<file path="config.mk">
export PLATFORM = sky130hd
export DESIGN_NAME = battery_level_averager
export DESIGN_NICKNAME = d
export VERILOG_FILES = /design/src/rtl/bla_pkg.sv /design/src/rtl/bla_cell.sv /design/src/rtl/bla_div.sv /design/src/rtl/battery_level_averager.sv
export SDC_FILE = /design/constraint.sdc
export NUM_CORES = 1
export LEC_CHECK = 0
export BUFFER_PORTS_ARGS = -buffer_cell sky130_fd_sc_hd__buf_2
export CAP_MARGIN = 20
export CORE_MARGIN = 2
export CORE_UTILIZATION = 43
export DETAILED_ROUTE_END_ITERATION = 12
export PLACE_DENSITY = 0.7
export SETUP_SLACK_MARGIN = 0.3
export SYNTH_ARGS = -nofsm -noshare
export SYNTH_HDL_FRONTEND = slang
export SYNTH_HIERARCHICAL = 1
export SYNTH_SLANG_ARGS = --single-unit
</file>
<file path="constraint.sdc">
create_clock -name clock -period 7.9 [get_ports clock]
set_input_delay 0.395 -clock clock [delete_from_list [all_inputs] [get_ports clock]]
set_output_delay 0.395 -clock clock [all_outputs]
set_load 0.02 [all_outputs]
</file>
<file path="src/rtl/bla_pkg.sv">
`timescale 1ns / 1ps

package bla_pkg;

   // ring and field widths
   localparam int RING_DEPTH = 16;
   localparam int SAMPLE_W   = 12;
   localparam int GAIN_W     = 5;
   localparam int CELLS_W    = 4;
   localparam int MV_W       = 16;
   localparam int LEVEL_W    = 7;
   localparam int CSR_IDX_W  = 2;
   localparam int CSR_DATA_W = 16;

   // running sum holds RING_DEPTH full-scale samples
   localparam int SUM_W = $clog2(RING_DEPTH * ((1 << SAMPLE_W) - 1) + 1);
   localparam int CNT_W = $clog2(RING_DEPTH + 1);

   // shared divider: quotient register and remainder widths
   localparam int PROD_W = SAMPLE_W + GAIN_W;
   localparam int DIV_W  = PROD_W;
   localparam int REM_W  = MV_W;
   localparam int STEP_W = $clog2(DIV_W + 1);
   localparam int NUM_W  = MV_W + LEVEL_W;

   localparam logic [LEVEL_W-1:0] PCT_FULL = LEVEL_W'(100);
   localparam logic [LEVEL_W-1:0] PCT_NONE = '0;

   typedef enum logic [CSR_IDX_W-1:0] {
      CSR_DIVIDER_GAIN    = 2'd0,
      CSR_CELLS_IN_SERIES = 2'd1,
      CSR_EMPTY_MV        = 2'd2,
      CSR_FULL_MV         = 2'd3
   } csr_index_type;

   typedef enum logic [2:0] {
      ST_IDLE,
      ST_AVG_GO,
      ST_AVG_WAIT,
      ST_CELL_GO,
      ST_CELL_WAIT,
      ST_LVL_GO,
      ST_LVL_WAIT,
      ST_OUT
   } state_type;

   typedef struct packed {
      logic              start;
      logic [STEP_W-1:0] steps;
      logic [REM_W-1:0]  rem_init;
      logic [DIV_W-1:0]  low;
      logic [REM_W-1:0]  divisor;
   } div_req_type;

   typedef struct packed {
      logic             done;
      logic [DIV_W-1:0] quo;
   } div_rsp_type;

endpackage

</file>
<file path="src/rtl/bla_cell.sv">
`timescale 1ns / 1ps

// one sample slot of the history chain
module bla_cell import bla_pkg::*; (
   input  logic                clock,
   input  logic                shift_en,
   input  logic [SAMPLE_W-1:0] d_in,
   output logic [SAMPLE_W-1:0] q_out
);

   logic [SAMPLE_W-1:0] sample_ff;
   logic [SAMPLE_W-1:0] sample_in;

   assign sample_in = shift_en ? d_in : sample_ff;

   always_ff @(posedge clock) begin
      sample_ff <= sample_in;
   end

   assign q_out = sample_ff;

endmodule

</file>
<file path="src/rtl/bla_div.sv">
`timescale 1ns / 1ps

// restoring divider, one quotient bit per cycle
module bla_div import bla_pkg::*; (
   input  logic        clock,
   input  logic        reset,
   input  div_req_type div_req,
   output div_rsp_type div_rsp
);

   logic [REM_W-1:0]  rem_ff, rem_in;
   logic [DIV_W-1:0]  quo_ff, quo_in;
   logic [REM_W-1:0]  divisor_ff, divisor_in;
   logic [STEP_W-1:0] cnt_ff, cnt_in;
   logic              busy_ff, busy_in;
   logic              done_ff, done_in;

   logic [REM_W:0] trial;
   logic [REM_W:0] trial_sub;
   logic           fits;

   assign trial     = {rem_ff, quo_ff[DIV_W-1]};
   assign fits      = trial >= {1'b0, divisor_ff};
   assign trial_sub = trial - {1'b0, divisor_ff};

   always_comb begin
      rem_in     = rem_ff;
      quo_in     = quo_ff;
      divisor_in = divisor_ff;
      cnt_in     = cnt_ff;
      busy_in    = busy_ff;
      done_in    = 1'b0;
      if (div_req.start) begin
         rem_in     = div_req.rem_init;
         quo_in     = div_req.low;
         divisor_in = div_req.divisor;
         cnt_in     = div_req.steps;
         busy_in    = 1'b1;
      end else if (busy_ff) begin
         rem_in = fits ? trial_sub[REM_W-1:0] : trial[REM_W-1:0];
         quo_in = {quo_ff[DIV_W-2:0], fits};
         cnt_in = cnt_ff - STEP_W'(1);
         if (cnt_ff == STEP_W'(1)) begin
            busy_in = 1'b0;
            done_in = 1'b1;
         end
      end
   end

   always_ff @(posedge clock) begin
      if (reset) begin
         cnt_ff  <= '0;
         busy_ff <= 1'b0;
         done_ff <= 1'b0;
      end else begin
         cnt_ff  <= cnt_in;
         busy_ff <= busy_in;
         done_ff <= done_in;
      end
   end

   always_ff @(posedge clock) begin
      rem_ff     <= rem_in;
      quo_ff     <= quo_in;
      divisor_ff <= divisor_in;
   end

   assign div_rsp.done = done_ff;
   assign div_rsp.quo  = quo_ff;

endmodule

</file>
<file path="src/rtl/battery_level_averager.sv">
`timescale 1ns / 1ps
// Levels that clamp to 0 or 100 skip the level division; all three divisions run on the
//   shared one-bit-per-cycle divider (12 + 17 + 7 steps).
// Flow: one sample at a time, held up while an older result still holds the
//   output register; the next sample is taken once the result sits there, even while it waits.
// Reset: synchronous, active high; clears the history count, running sum, handshakes and
//   loads the config defaults (gain 2, 1 cell, 3300 mV empty, 4200 mV full).

module battery_level_averager import bla_pkg::*; (
   input  logic                  clock,
   input  logic                  reset,
   input  logic                  req_valid,
   output logic                  req_ready,
   input  logic [SAMPLE_W-1:0]   req_sample_mv,
   output logic                  rsp_valid,
   input  logic                  rsp_ready,
   output logic [LEVEL_W-1:0]    rsp_level_percent,
   input  logic                  csr_we,
   input  logic [CSR_IDX_W-1:0]  csr_index,
   input  logic [CSR_DATA_W-1:0] csr_wdata
);

   // ------------------------------------------------------------------
   // Config registers
   // ------------------------------------------------------------------
   logic [GAIN_W-1:0]  gain_ff;
   logic [CELLS_W-1:0] cells_ff;
   logic [MV_W-1:0]    empty_mv_ff;
   logic [MV_W-1:0]    full_mv_ff;

   always_ff @(posedge clock) begin
      if (reset) begin
         gain_ff     <= GAIN_W'(2);
         cells_ff    <= CELLS_W'(1);
         empty_mv_ff <= MV_W'(3300);
         full_mv_ff  <= MV_W'(4200);
      end else if (csr_we) begin
         unique case (csr_index_type'(csr_index))
            CSR_DIVIDER_GAIN:    gain_ff     <= csr_wdata[GAIN_W-1:0];
            CSR_CELLS_IN_SERIES: cells_ff    <= csr_wdata[CELLS_W-1:0];
            CSR_EMPTY_MV:        empty_mv_ff <= csr_wdata[MV_W-1:0];
            CSR_FULL_MV:         full_mv_ff  <= csr_wdata[MV_W-1:0];
         endcase
      end
   end

   // ------------------------------------------------------------------
   // Sample history: a chain of cells that shifts once per req transfer.
   // The last cell holds the sample that leaves the window.
   // ------------------------------------------------------------------
   logic req_xfer;
   assign req_xfer = req_valid && req_ready;

   logic [SAMPLE_W-1:0] tap [RING_DEPTH+1];
   assign tap[0] = req_sample_mv;

   for (genvar i = 0; i < RING_DEPTH; i++) begin : g_cell
      bla_cell u_cell (
         .clock    (clock),
         .shift_en (req_xfer),
         .d_in     (tap[i]),
         .q_out    (tap[i+1])
      );
   end

   // count of samples in the window, saturates at the depth
   logic [CNT_W-1:0] count_ff, count_in;
   logic [SUM_W-1:0] sum_ff, sum_in;
   logic             window_full;

   assign window_full = count_ff == CNT_W'(RING_DEPTH);

   always_comb begin
      count_in = count_ff;
      sum_in   = sum_ff;
      if (req_xfer) begin
         if (!window_full) begin
            count_in = count_ff + CNT_W'(1);
         end
         // wraps cleanly: the true sum always fits SUM_W
         sum_in = sum_ff + SUM_W'(req_sample_mv)
                  - (window_full ? SUM_W'(tap[RING_DEPTH]) : SUM_W'(0));
      end
   end

   always_ff @(posedge clock) begin
      if (reset) begin
         count_ff <= '0;
         sum_ff   <= '0;
      end else begin
         count_ff <= count_in;
         sum_ff   <= sum_in;
      end
   end

   // ------------------------------------------------------------------
   // Shared divider
   // ------------------------------------------------------------------
   div_req_type div_req;
   div_rsp_type div_rsp;

   bla_div u_div (
      .clock   (clock),
      .reset   (reset),
      .div_req (div_req),
      .div_rsp (div_rsp)
   );

   // ------------------------------------------------------------------
   // Datapath operands
   // ------------------------------------------------------------------
   logic [SAMPLE_W-1:0] avg_ff;
   logic [DIV_W-1:0]    cell_mv_ff;
   logic [LEVEL_W-1:0]  level_ff;

   logic [PROD_W-1:0]  pack_prod;   // average times divider gain
   logic [CELLS_W-1:0] cells_eff;   // zero cells counts as one
   logic [MV_W-1:0]    span_mv;
   logic [MV_W-1:0]    above_empty;
   logic [NUM_W-1:0]   level_num;
   logic               at_empty;
   logic               at_full;

   assign pack_prod   = PROD_W'(avg_ff) * PROD_W'(gain_ff);
   assign cells_eff   = (cells_ff == '0) ? CELLS_W'(1) : cells_ff;
   assign span_mv     = full_mv_ff - empty_mv_ff;
   assign above_empty = cell_mv_ff[MV_W-1:0] - empty_mv_ff;
   assign level_num   = NUM_W'(above_empty) * NUM_W'(PCT_FULL);
   // empty test wins over full test when full is not above empty
   assign at_empty    = cell_mv_ff <= DIV_W'(empty_mv_ff);
   assign at_full     = cell_mv_ff >= DIV_W'(full_mv_ff);

   // ------------------------------------------------------------------
   // Sequencer
   // ------------------------------------------------------------------
   state_type state_ff, state_in;

   logic               avg_ld;
   logic               cell_ld;
   logic               lvl_ld;
   logic [LEVEL_W-1:0] lvl_val;
   logic               rsp_ld;
   logic               out_free;

   // output register
   logic               rsp_valid_ff, rsp_valid_in;
   logic [LEVEL_W-1:0] rsp_level_ff;

   assign out_free = !rsp_valid_ff || rsp_ready;

   // next state
   always_comb begin
      state_in = state_ff;
      unique case (state_ff)
         ST_IDLE:      if (req_valid) state_in = ST_AVG_GO;
         ST_AVG_GO:    state_in = ST_AVG_WAIT;
         ST_AVG_WAIT:  if (div_rsp.done) state_in = ST_CELL_GO;
         ST_CELL_GO:   state_in = ST_CELL_WAIT;
         ST_CELL_WAIT: if (div_rsp.done) state_in = ST_LVL_GO;
         ST_LVL_GO:    state_in = (at_empty || at_full) ? ST_OUT : ST_LVL_WAIT;
         ST_LVL_WAIT:  if (div_rsp.done) state_in = ST_OUT;
         ST_OUT:       if (out_free) state_in = ST_IDLE;
         default:      state_in = ST_IDLE;
      endcase
   end

   // outputs
   always_comb begin
      req_ready = 1'b0;
      div_req   = '0;
      avg_ld    = 1'b0;
      cell_ld   = 1'b0;
      lvl_ld    = 1'b0;
      lvl_val   = PCT_NONE;
      rsp_ld    = 1'b0;
      unique case (state_ff)
         ST_IDLE: begin
            req_ready = 1'b1;
         end
         ST_AVG_GO: begin
            // average < 2^SAMPLE_W, so only the low SAMPLE_W quotient bits are worked out
            div_req.start    = 1'b1;
            div_req.steps    = STEP_W'(SAMPLE_W);
            div_req.rem_init = REM_W'(sum_ff >> SAMPLE_W);
            div_req.low      = {sum_ff[SAMPLE_W-1:0], {(DIV_W-SAMPLE_W){1'b0}}};
            div_req.divisor  = REM_W'(count_ff);
         end
         ST_AVG_WAIT: begin
            avg_ld = div_rsp.done;
         end
         ST_CELL_GO: begin
            div_req.start    = 1'b1;
            div_req.steps    = STEP_W'(PROD_W);
            div_req.rem_init = '0;
            div_req.low      = DIV_W'(pack_prod);
            div_req.divisor  = REM_W'(cells_eff);
         end
         ST_CELL_WAIT: begin
            cell_ld = div_rsp.done;
         end
         ST_LVL_GO: begin
            if (at_empty) begin
               lvl_ld  = 1'b1;
               lvl_val = PCT_NONE;
            end else if (at_full) begin
               lvl_ld  = 1'b1;
               lvl_val = PCT_FULL;
            end else begin
               // level < 128, so the upper numerator bits already sit below the span
               div_req.start    = 1'b1;
               div_req.steps    = STEP_W'(LEVEL_W);
               div_req.rem_init = REM_W'(level_num[NUM_W-1:LEVEL_W]);
               div_req.low      = {level_num[LEVEL_W-1:0], {(DIV_W-LEVEL_W){1'b0}}};
               div_req.divisor  = span_mv;
            end
         end
         ST_LVL_WAIT: begin
            lvl_ld  = div_rsp.done;
            lvl_val = div_rsp.quo[LEVEL_W-1:0];
         end
         ST_OUT: begin
            rsp_ld = out_free;
         end
         default: begin
            req_ready = 1'b0;
         end
      endcase
   end

   always_ff @(posedge clock) begin
      if (reset) begin
         state_ff <= ST_IDLE;
      end else begin
         state_ff <= state_in;
      end
   end

   always_ff @(posedge clock) begin
      if (avg_ld) begin
         avg_ff <= div_rsp.quo[SAMPLE_W-1:0];
      end
      if (cell_ld) begin
         cell_mv_ff <= div_rsp.quo;
      end
      if (lvl_ld) begin
         level_ff <= lvl_val;
      end
   end

   // ------------------------------------------------------------------
   // Output register
   // ------------------------------------------------------------------
   always_comb begin
      rsp_valid_in = rsp_valid_ff;
      if (rsp_ld) begin
         rsp_valid_in = 1'b1;
      end else if (rsp_ready) begin
         rsp_valid_in = 1'b0;
      end
   end

   always_ff @(posedge clock) begin
      if (reset) begin
         rsp_valid_ff <= 1'b0;
      end else begin
         rsp_valid_ff <= rsp_valid_in;
      end
   end

   always_ff @(posedge clock) begin
      if (rsp_ld) begin
         rsp_level_ff <= level_ff;
      end
   end

   assign rsp_valid         = rsp_valid_ff;
   assign rsp_level_percent = rsp_level_ff;

endmodule

</file>
Word-level counts from Yosys, hierarchy flattened. Index checks and enable logic that the tools add are counted.

$mul: 2. Bitwise gates (word level): 2. Order comparisons: 3. Eq/ne operators: 17. Muxes and demuxes: 35. Reductions and logical operators: 16. Add/subtract/negate cells: 7.

Operators with widths (number): one-hot mux 55 bit (3 select lines) (1); two-way mux 55 bit (2); two-way mux 16 bit (3); subtractor 16 bit (3); >= comparator 17 x 16 -> 1 bit (2); two-way mux 17 bit (2); one-hot mux 3 bit (8 select lines) (1); multiplier 16 x 5 -> 21 bit (second input constant) (1); less-or-equal comparator 17 x 16 -> 1 bit (1); multiplier 12 x 5 -> 17 bit (1); adder 16 x 12 -> 16 bit (1); subtractor 16 x 12 -> 16 bit (1); two-way mux 3 bit (5); two-way mux 7 bit (2); one-hot mux 7 bit (2 select lines) (1); two-way mux 1 bit (13); == test 3 bit (second input constant) (4); two-way mux 12 bit (1); two-way mux 5 bit (2); AND reduction 2 bit (5); == test 3 x 2 -> 1 bit (second input constant) (2); != test 2 x 1 -> 1 bit (second input constant) (3); adder 5 x 1 -> 5 bit (second input constant) (1); == test 5 x 1 -> 1 bit (second input constant) (1); 18 further kinds (23).

Register bits after elaboration: 357. Input bits: 35. Word-level logic and storage cells: 116. Output and inout port bits: 9.

Depth between registers and ports, before layout. Gate-level depths: netlist of run 1.

Word-level depth: 6. Depth in mapped cells: 29.

Hierarchy. Netlist of run 1, hierarchy kept.

Modules (own cells, without submodules): battery_level_averager (instances 1, sequential area each 2612.5 um^2, cells each 1284, area an instance 10618.9 um^2); bla_cell (instances 16, sequential area each 360.3 um^2, cells each 12, area an instance 360.3 um^2); bla_div (instances 1, sequential area each 1611.5 um^2, cells each 339, area an instance 3539.6 um^2).

Worst setup path before layout of run 1. OpenSTA, ideal clock, no wires.

Path type: register to register. From: register state_ff[0]. To: register sum_ff[1]. Buffers on the path: 2. Cell stages (with the launch flop): 7. Clock period less this slack: 7.465 ns. Data arrival time: 7.074 ns. Required time: 7.509 ns. Setup slack: 0.435 ns. Setup time: 0.391 ns. Cells stage by stage: dfxtp_1 -> clkbuf_1 -> nor3_1 -> nand2_1 -> clkinv_1 -> buf_1 -> a211oi_1.

Cells in the longest elaborated chain, start to end: 3.

RTL lines: start: declaration (RTL line battery_level_averager.sv:136) `state_type state_ff, state_in;`; start signal: assignment (RTL line battery_level_averager.sv:234) `state_ff <= state_in;`; zero test 3 bit (RTL line battery_level_averager.sv:176) `unique case (state_ff)`; two-way mux 1 bit (RTL line battery_level_averager.sv:176); net req_ready (RTL line battery_level_averager.sv:13) `output logic req_ready,`; logical AND 1 bit (RTL line battery_level_averager.sv:52) `assign req_xfer = req_valid && req_ready;`; net req_xfer (RTL line battery_level_averager.sv:51) `logic req_xfer;`; end signal: assignment (RTL line battery_level_averager.sv:92) `sum_ff <= sum_in;`; end: declaration (RTL line battery_level_averager.sv:68) `logic [SUM_W-1:0] sum_ff, sum_in;`.

The timed path passes the listed nets, and every way through them passes these cells. A chain may end at the register's enable or synchronous reset.

==> results.cfg, run 1 <==
[clocking]
h-tree-depth = 2
cts_tree = yes
cts_made_buffers = 38
clock_latency_ns = 0.57
cts_buffer_depth = 3
clkTransAtPathRegs_ns = 0.06
clkSinkCount = 357
post_cts_buffers = 0
cts_root_buffer = clkbuf_16

[detailed_routing]
drt_iter0_markers = 892
via_count = 13329
routed_wl_um = 42000
detailedRoute.firstPassIterationCount = 5
postRouteAntennaNets = 0
wl_per_cell_um = 16.9
drc = 0
via_per_inst = 5.36

[run]
max-cap-violations = 0

[global_route]
grt_usage = 0.175
antenna_found_initial = 0
grt_pass1_vias = 12925
grt_max_degree = 116
grt_pass1_wl_um = 66600
grt_overflow = 0

[die]
std_cell_rows = 78
die_x_um = 219
ios = 44
core_mm2 = 0.0456
fp.dieH_um = 219
initial_utilization = 0.437
fp.dieArea_mm2 = 0.0481

[worst_setup_path]
reg2reg_slack_ns = 1.92
r2r_cells = 29
crit_top_cell = inv_1
cp_max_fo = 6
cpMaxStageDelayCell = fa_1
cp-end-kind = flip-flop
arrival_ns = 6.37
worstPathRequired_ns = 8.29
reg2reg_to = u_div/rem_ff[15]
start_kind = flip-flop
crit_type = reg2reg
reg2reg_from = cell_mv_ff[0]
critPathMaxStageDelay_ns = 0.52

[timing]
setup_viol_count_final = 0
slew_headroom = 0.296
hold_ws_ns = 0.0376
period_needed_ns = 5.98
worstMarginPinSlew_ns = 1.05
final-max-slew-violation-count = 0
fin_crit_sh = 0.757
finalHoldViolCount = 0
finalSetupTns_ns = 0
rsz0062_at_grt = false
finalClockSkew_ns = 0.0380
fmax_mhz = 167

[synth]
postSynthAreaPerCell_um2 = 11.0
synth_top_area_frac = 0.428
synthArstFlopShare = 0
ys_seq_area_frac = 0.501
ys_top_cells_by_area = edfxtp_1 43%, ha_1 10%, dfxtp_1 7.3%
synth_top_area_cell = edfxtp_1
ys_ff_latch = 357
yosys_warnings = 6
ys_types = 79
synth_nets = 2066
synthCells = 1815
synth_ff_type = edfxtp_1
synth_edf_count = 284
syn_area_mm2 = 0.0199

[pwr]
fin_total_pwr_mw = 5.45
p_leak_nw = 8.94
ir_drop_mv = 0.215
powerDensity_mw_per_mm2 = 247

[min_path]
min-delay-start = req_sample_mv[9]
min_path_type = in2reg
min_path_cells = 1
hold_end = g_cell[0].u_cell/q_out[9]

[final_layout]
layout-drive-gt1-share = 0.0817
final_util = 0.485
layout_commonest_cell = edfxtp_1
fin_nets = 2108
n_antenna_cell = 0
final_area_mm2 = 0.0221
syn_to_final_growth_pct = 11.0
layout.cells.most_common_list = 284 x edfxtp_1, 222 x inv_1, 176 x nand2_1, 160 x ha_1, 125 x nor2_1

[placement]
dpl-instance-area_mm2 = 0.0207
port_buffers = 43
hpwl_um = 30300
place_congestion = 0.869

[status]
status = complete, no violations
-- worst max-delay path, delay by kind of cell, from the launching register on --
kind | cells | cell delay (ns)
AOI/OAI and AO/OA | 12 | 2.24
adders and majority gates | 6 | 2.07
buffers and inverters | 6 | 0.44
and+or+nand+nor | 4 | 0.43
DFF | 1 | 0.35
xor gates and xnor gates | 1 | 0.27
-- area by class of cell --
type	count	area [um^2]
fill	4059	23500
sequential	357	9990
multi-input combinational	1175	8820
clock buffer	44	983
inverter	224	848
tap	600	751
timing repair buffer	61	380
clock inverter	25	349
-- state kept, by name, indices dropped and copies added (netlist names) --
name and flops:
empty_mv_ff 16, cell_mv_ff 17, gain_ff 5, count_ff 5, u_div/rem_ff 16, state_ff 3, level_ff 7, cells_ff 4
u_div/cnt_ff 5, rsp_level_percent 7, u_div/divisor_ff 16, rsp_valid 1, avg_ff 12, u_div/busy_ff 1, g_cell.u_cell/q_out 192, u_div/quo_ff 17
sum_ff 16, u_div/done_ff 1, full_mv_ff 16
-- Yosys cell counts, drive strengths merged (19+ instances only) --
cell	count
a21o	24
a21oi	109
a31oi	23
and2	47
and3	19
clkbuf	47
dfxtp	73
edfxtp	284
fa	56
ha	160
inv	222
nand2	177
nand3	29
nor2	125
nor2b	21
nor3	35
o21ai	60
xnor2	39
xor2	35
-- per-stage QoR --
stage	setup WS (ns)	cells
floorplan	0.435	1815
global placement	2.16	2409
detailed placement	1.97	2409
CTS	1.92	2485
global route	1.35	2486
finish	1.92	2486
-- worst max-delay path by stage --
stage                        from          endpoint  depth (start not counted)
floorplan             state_ff[0]         sum_ff[1]                          6
global route        cell_mv_ff[0]  u_div/rem_ff[15]                         29
finish              cell_mv_ff[0]  u_div/rem_ff[15]                         29
CTS                 cell_mv_ff[0]  u_div/rem_ff[15]                         29
detailed placement  cell_mv_ff[0]  u_div/rem_ff[15]                         29
global placement    cell_mv_ff[0]  u_div/rem_ff[15]                         29
-- power by group --
part,internal [mW],switching [mW]
Clock,1.11,0.766
Sequential,2.24,0.0845
Combinational,0.505,0.751
-- timing repair --
action | in CTS | in global routing
resized for setup | 0 | 0
endpoints found under the hold margin | 7 | 0
hold buffers | 7 | 0
-- per-layer routing --
layer | wire length (um) | global-route usage
met5 | 0 | 0
met4 | 1400 | 0.0637
met3 | 2020 | 0.0284
met2 | 19100 | 0.280
met1 | 19500 | 0.241
-- cells by family after synthesis --
kind of cell	count (synthesis)	share of synthesized area
buffers and inverters	283	0.0558
multiplexers	31	0.0167
adder cells (fa/ha/maj)	216	0.157
flip-flops	357	0.501
XOR/XNOR	74	0.0325
AO/OA/AOI/OAI	338	0.114
AND/OR/NAND/NOR	516	0.123
(Power assumes the default switching activity.)
==> run 2, diff against run 1 <==
--- a/config.mk
+++ b/config.mk
@@ -10,7 +10,7 @@
 export CORE_MARGIN = 2
 export CORE_UTILIZATION = 43
 export DETAILED_ROUTE_END_ITERATION = 12
-export PLACE_DENSITY = 0.7
+export PLACE_DENSITY = 0.73
 export SETUP_SLACK_MARGIN = 0.3
 export SYNTH_ARGS = -nofsm -noshare
 export SYNTH_HDL_FRONTEND = slang
==> constraint.sdc (replaced) <==
create_clock -name clock -period 5.23 [get_ports clock]
set_input_delay 0.2615 -clock clock [delete_from_list [all_inputs] [get_ports clock]]
set_output_delay 0.2615 -clock clock [all_outputs]
set_load 0.02 [all_outputs]
==> results.cfg, run 2 (same netlist as run 1, synthesis figures left out) <==
[final_layout]
layout_commonest_cell = edfxtp_1
fin_nets = 2188
multi_input_comb_area_mm2 = 0.00937
final_util = 0.512
fillers = 3833
seqCellArea_mm2 = 0.00999
n_antenna_cell = 0
layout.cells.most_common_list = 284 x edfxtp_1, 206 x inv_1, 175 x nand2_1, 139 x ha_1, 125 x nor2_1
final_area_mm2 = 0.0233
layout-drive-gt1-share = 0.150
syn_to_final_growth_pct = 17.0
largest_reg_flops = 192

[run]
max-cap-violations = 0

[die]
die_x_um = 219
fp.dieArea_mm2 = 0.0481
ios = 44
std_cell_rows = 78
initial_utilization = 0.437
core_mm2 = 0.0456
fp.dieH_um = 219

[pwr]
p_leak_nw = 9.36
powerDensity_mw_per_mm2 = 371
internal_power_mw = 6.03
seqPwrFrac = 0.406
clkPwrFrac = 0.316
fin_total_pwr_mw = 8.65
combPwrFrac = 0.278
ir_drop_mv = 0.355
p_switching_mw = 2.63
swShare = 0.304

[detailed_routing]
drt_iter0_markers = 891
wl_per_cell_um = 17.5
routed_wl_um = 45000
via_per_inst = 5.38
detailedRoute.firstPassIterationCount = 6
drc = 0
postRouteAntennaNets = 0
via_count = 13812

[timing]
finalHoldViolCount = 0
final-max-slew-violation-count = 0
fmax_mhz = 193
period_needed_ns = 5.18
rsz0062_at_grt = true
worstMarginPinSlew_ns = 1.03
setup_viol_count_final = 0
hold_ws_ns = 0.0694
finalClockSkew_ns = 0.0212
slew_headroom = 0.313
fin_crit_sh = 0.991

[worst_setup_path]
arrival_ns = 5.47
cp-end-kind = flip-flop
critPathMaxStageDelay_ns = 0.50
cpMaxStageDelayCell = or4_4
crit_type = reg2reg
worstPathRequired_ns = 5.52
start_kind = flip-flop
cp_max_fo = 3

[global_route]
grt_max_degree = 102
grt_pass1_vias = 13995
antenna_found_initial = 1
grt_pass1_wl_um = 72100
grt_usage = 0.189
grt_overflow = 0

[status]
status = complete, no violations

[clocking]
clkSinkCount = 357
cts_tree = yes
cts_made_buffers = 39
h-tree-depth = 2
clkTransAtPathRegs_ns = 0.06
cts_root_buffer = clkbuf_16
clock_latency_ns = 0.57
cts_buffer_depth = 3

[placement]
hpwl_um = 31600
dpl-instance-area_mm2 = 0.0210
place_congestion = 0.950
port_buffers = 43

[min_path]
min_path_type = in2reg
[run 2: changes by cell type in the layout (fill, tap and decap cells not counted), moves of 10 or more]
cell           change
a21oi_1           -11
buf_4             +47
buf_6             +10
dlygate4sd3_1     +22
ha_1              -21
ha_4              +18
inv_1             -16
inv_2             +14
[run 2: cell type report]
class / count / area share
Inverter: 224 / 0.0366
Multi-Input combinational cell: 1175 / 0.402
Tap cell: 600 / 0.0322
Clock inverter: 18 / 0.00885
Sequential cell: 357 / 0.428
Clock buffer: 54 / 0.0465
Timing Repair Buffer: 140 / 0.0455
[run 2: worst paths after layout]
check                                          startpoint                         to  slack [ns]  depth (start not counted)
worst max-delay path                        cell_mv_ff[1]           u_div/rem_ff[14]        0.05                         25
worst min-delay path                            req_valid                state_ff[0]        0.07                          3
worst max register to register              cell_mv_ff[1]           u_div/rem_ff[14]        0.05                         25
worst min register to register  g_cell[4].u_cell/q_out[8]  g_cell[5].u_cell/q_out[8]        0.41                          0
[run 2: stage by stage]
stage / std cells / setup TNS (ns) / setup slack, ns
final: 2568 / 0 / 0.0487
after global routing: 2568 / -0.912 / -0.276
after CTS: 2561 / -0.00467 / -0.00467
after detailed placement: 2441 / -0.603 / -0.212
after global placement: 2440 / -0.0775 / -0.0639
after floorplan: 1815 / 0 / 0.204
[run 2: power by group through the flow]
stage	logic [mW]	clock network, mW	registers (mW)
floorplan	1.54	0	3.52
global placement	1.97	0	3.56
detailed placement	2.03	0	3.56
CTS	2.29	2.80	3.51
global route	2.66	2.90	3.54
finish	2.41	2.73	3.51
[run 2: layer usage]
layer  global-route usage  vias up  wire [um]
li1                     -     6626          -
met1                0.238     6715      19200
met2                0.327      351      22000
met3               0.0249      118       2110
met4               0.0797        2       1690
met5                    0        -          7
[run 2: worst max-delay path, delay by kind of cell (launching register included)]
family / cells / cell delay (ns)
DFF: 1 / 0.44
xor gates and xnor gates: 2 / 0.41
buffers and inverters: 2 / 0.09
and+or+nand+nor: 5 / 0.91
AOI/OAI and AO/OA: 11 / 1.57
adders and majority gates: 5 / 1.50
[run 2: timing repair]
item / CTS / global route
setup buffers: 19 / 6
endpoints found under the setup margin: 8 / 14
gates cloned: 0 / 0
pin swaps: 58 / 26
gates resized for setup: 72 / 34
hold buffers: 29 / 0
hold endpoints to repair: 46 / 0
==> run 3, diff against run 2 <==
--- a/config.mk
+++ b/config.mk
@@ -7,10 +7,13 @@
 export LEC_CHECK = 0
 export BUFFER_PORTS_ARGS = -buffer_cell sky130_fd_sc_hd__buf_2
 export CAP_MARGIN = 20
+export CELL_PAD_IN_SITES_DETAIL_PLACEMENT = 1
+export CELL_PAD_IN_SITES_GLOBAL_PLACEMENT = 1
 export CORE_MARGIN = 2
 export CORE_UTILIZATION = 43
 export DETAILED_ROUTE_END_ITERATION = 12
-export PLACE_DENSITY = 0.73
+export GPL_ROUTABILITY_DRIVEN = 0
+export PLACE_DENSITY = 0.84
 export SETUP_SLACK_MARGIN = 0.3
 export SYNTH_ARGS = -nofsm -noshare
 export SYNTH_HDL_FRONTEND = slang
==> results.cfg, run 3 (same netlist as run 1, synthesis figures left out) <==
[worst_setup_path]
cp_max_fo = 3
path_buf_inv = 4
cp-end-kind = flip-flop
arrival_ns = 5.95
worstPathRequired_ns = 5.67
crit_top_cell = ha_4
cpMaxStageDelayCell = fa_1
crit_type = reg2reg
start_kind = flip-flop
critPathMaxStageDelay_ns = 0.54
path_delay_family = compound AO/OA/AOI/OAI gates

[timing]
finalHoldViolCount = 0
setup_viol_count_final = 8
finalClockSkew_ns = 0.0263
fmax_mhz = 182
period_needed_ns = 5.51
finalWorstSetupSlack_ns = -0.279
hold_ws_ns = 0.0868
rsz0062_at_grt = true
worstMarginPinSlew_ns = 1.07
slew_headroom = 0.285
final-max-slew-violation-count = 0
fin_crit_sh = 1.05

[global_route]
grt_overflow = 0
grt_pass1_vias = 15677
grt_max_degree = 125
grt_pass1_wl_um = 85300
grt_usage = 0.228
antenna_found_initial = 0

[clocking]
cts_buffer_depth = 3
clkTransAtPathRegs_ns = 0.07
cts_made_buffers = 38
cts_tree = yes
clock_latency_ns = 0.59
h-tree-depth = 2
cts_root_buffer = clkbuf_16
clkSinkCount = 357

[min_path]
min_path_type = in2reg

[die]
fp.dieH_um = 219
initial_utilization = 0.437
core_mm2 = 0.0456
fp.dieArea_mm2 = 0.0481
ios = 44
die_x_um = 219
std_cell_rows = 78

[run]
max-cap-violations = 0

[detailed_routing]
via_count = 14475
via_per_inst = 5.63
drc = 0
detailedRoute.firstPassIterationCount = 5
routed_wl_um = 55800
postRouteAntennaNets = 0
wl_per_cell_um = 21.7
drt_iter0_markers = 932

[final_layout]
largest_reg_flops = 192
n_antenna_cell = 0
layout.cells.most_common_list = 284 x edfxtp_1, 205 x inv_1, 175 x nand2_1, 139 x ha_1, 123 x nor2_1
layout_commonest_cell = edfxtp_1
fin_nets = 2190
layout-drive-gt1-share = 0.155
syn_to_final_growth_pct = 17.3

[pwr]
ir_drop_mv = 0.400
powerDensity_mw_per_mm2 = 380
fin_total_pwr_mw = 8.88
p_leak_nw = 9.39

[placement]
dp_slack_ns = -0.293
hpwl_um = 36100
port_buffers = 43

[status]
status = finished with violations
violations = setup timing
run 3: cell types whose count changed in the layout (fill, tap and decap cells not counted), sizes merged:
cell	change
clkbuf	-9
clkinvlp	-3
clkinv	+10
buf	+3
run 3: final cells by class:
class,instances,area [um^2]
fill,4779,22200
sequential,357,9990
multi-input combinational,1175,9430
timing repair buffer,143,1070
clock buffer,45,1020
inverter,224,848
tap,600,751
clock inverter,25,267
run 3: worst register-to-register path, cell delays in order, from the launching register on:
cell and delay [ns]:
edfxtp_1 0.46, ha_4 0.25, nor2b_4 0.13, o21a_1 0.19
o21a_1 0.21, o31ai_2 0.24, buf_4 0.18, nand2_4 0.06
a31oi_4 0.26, xnor2_1 0.29, ha_4 0.30, ha_4 0.26
inv_2 0.04, fa_1 0.54, inv_2 0.05, ha_4 0.28
nand3_4 0.08, inv_2 0.08, nand3_2 0.09, a2111o_1 0.38
a21boi_2 0.22, o21ai_2 0.10, a21o_1 0.19, a21oi_1 0.13
nand2b_4 0.14, o41ai_2 0.06, a31oi_1 0.16
run 3: metrics by stage:
stage,util,setup TNS [ns],cell area (um^2),std cells
2_1_floorplan,-,0,20000,1815
3_3_place_gp,0.461,0,21000,2438
3_5_place_dp,0.461,-0.874,21000,2439
4_1_cts,0.506,-0.127,23100,2559
5_1_grt,0.513,-2.48,23400,2569
6_report,0.513,-1.22,23400,2569
run 3: report_power, final:
group,leakage [nW],internal [mW],switching (mW)
clock network,0.627,1.53,1.23
registers,3.29,3.38,0.150
logic,5.47,1.10,1.49
run 3: per-layer routing:
layer  share of wire  up-vias  GRT usage
met3           0.039      181     0.0347
li1                -     6624          -
met2            0.52      360      0.413
met5               0        -          0
met4           0.053        0      0.111
met1            0.39     7310      0.262
run 3: worst paths after layout:
check                                           startpoint                          to  slack [ns]  cells after the start
worst max-delay path                         cell_mv_ff[1]            u_div/rem_ff[15]       -0.28                     26
worst min-delay path                             req_valid                 state_ff[0]        0.09                      3
worst max register to register               cell_mv_ff[1]            u_div/rem_ff[15]       -0.28                     26
worst min register to register  g_cell[14].u_cell/q_out[1]  g_cell[15].u_cell/q_out[1]        0.41                      0
run 3: repair_timing:
item | CTS | global route
buffers inserted | 21 | 10
pin swaps | 64 | 44
hold buffers | 29 | 0
resized for setup | 75 | 36
hold endpoints to repair | 49 | 0
endpoints found under the setup margin | 10 | 17
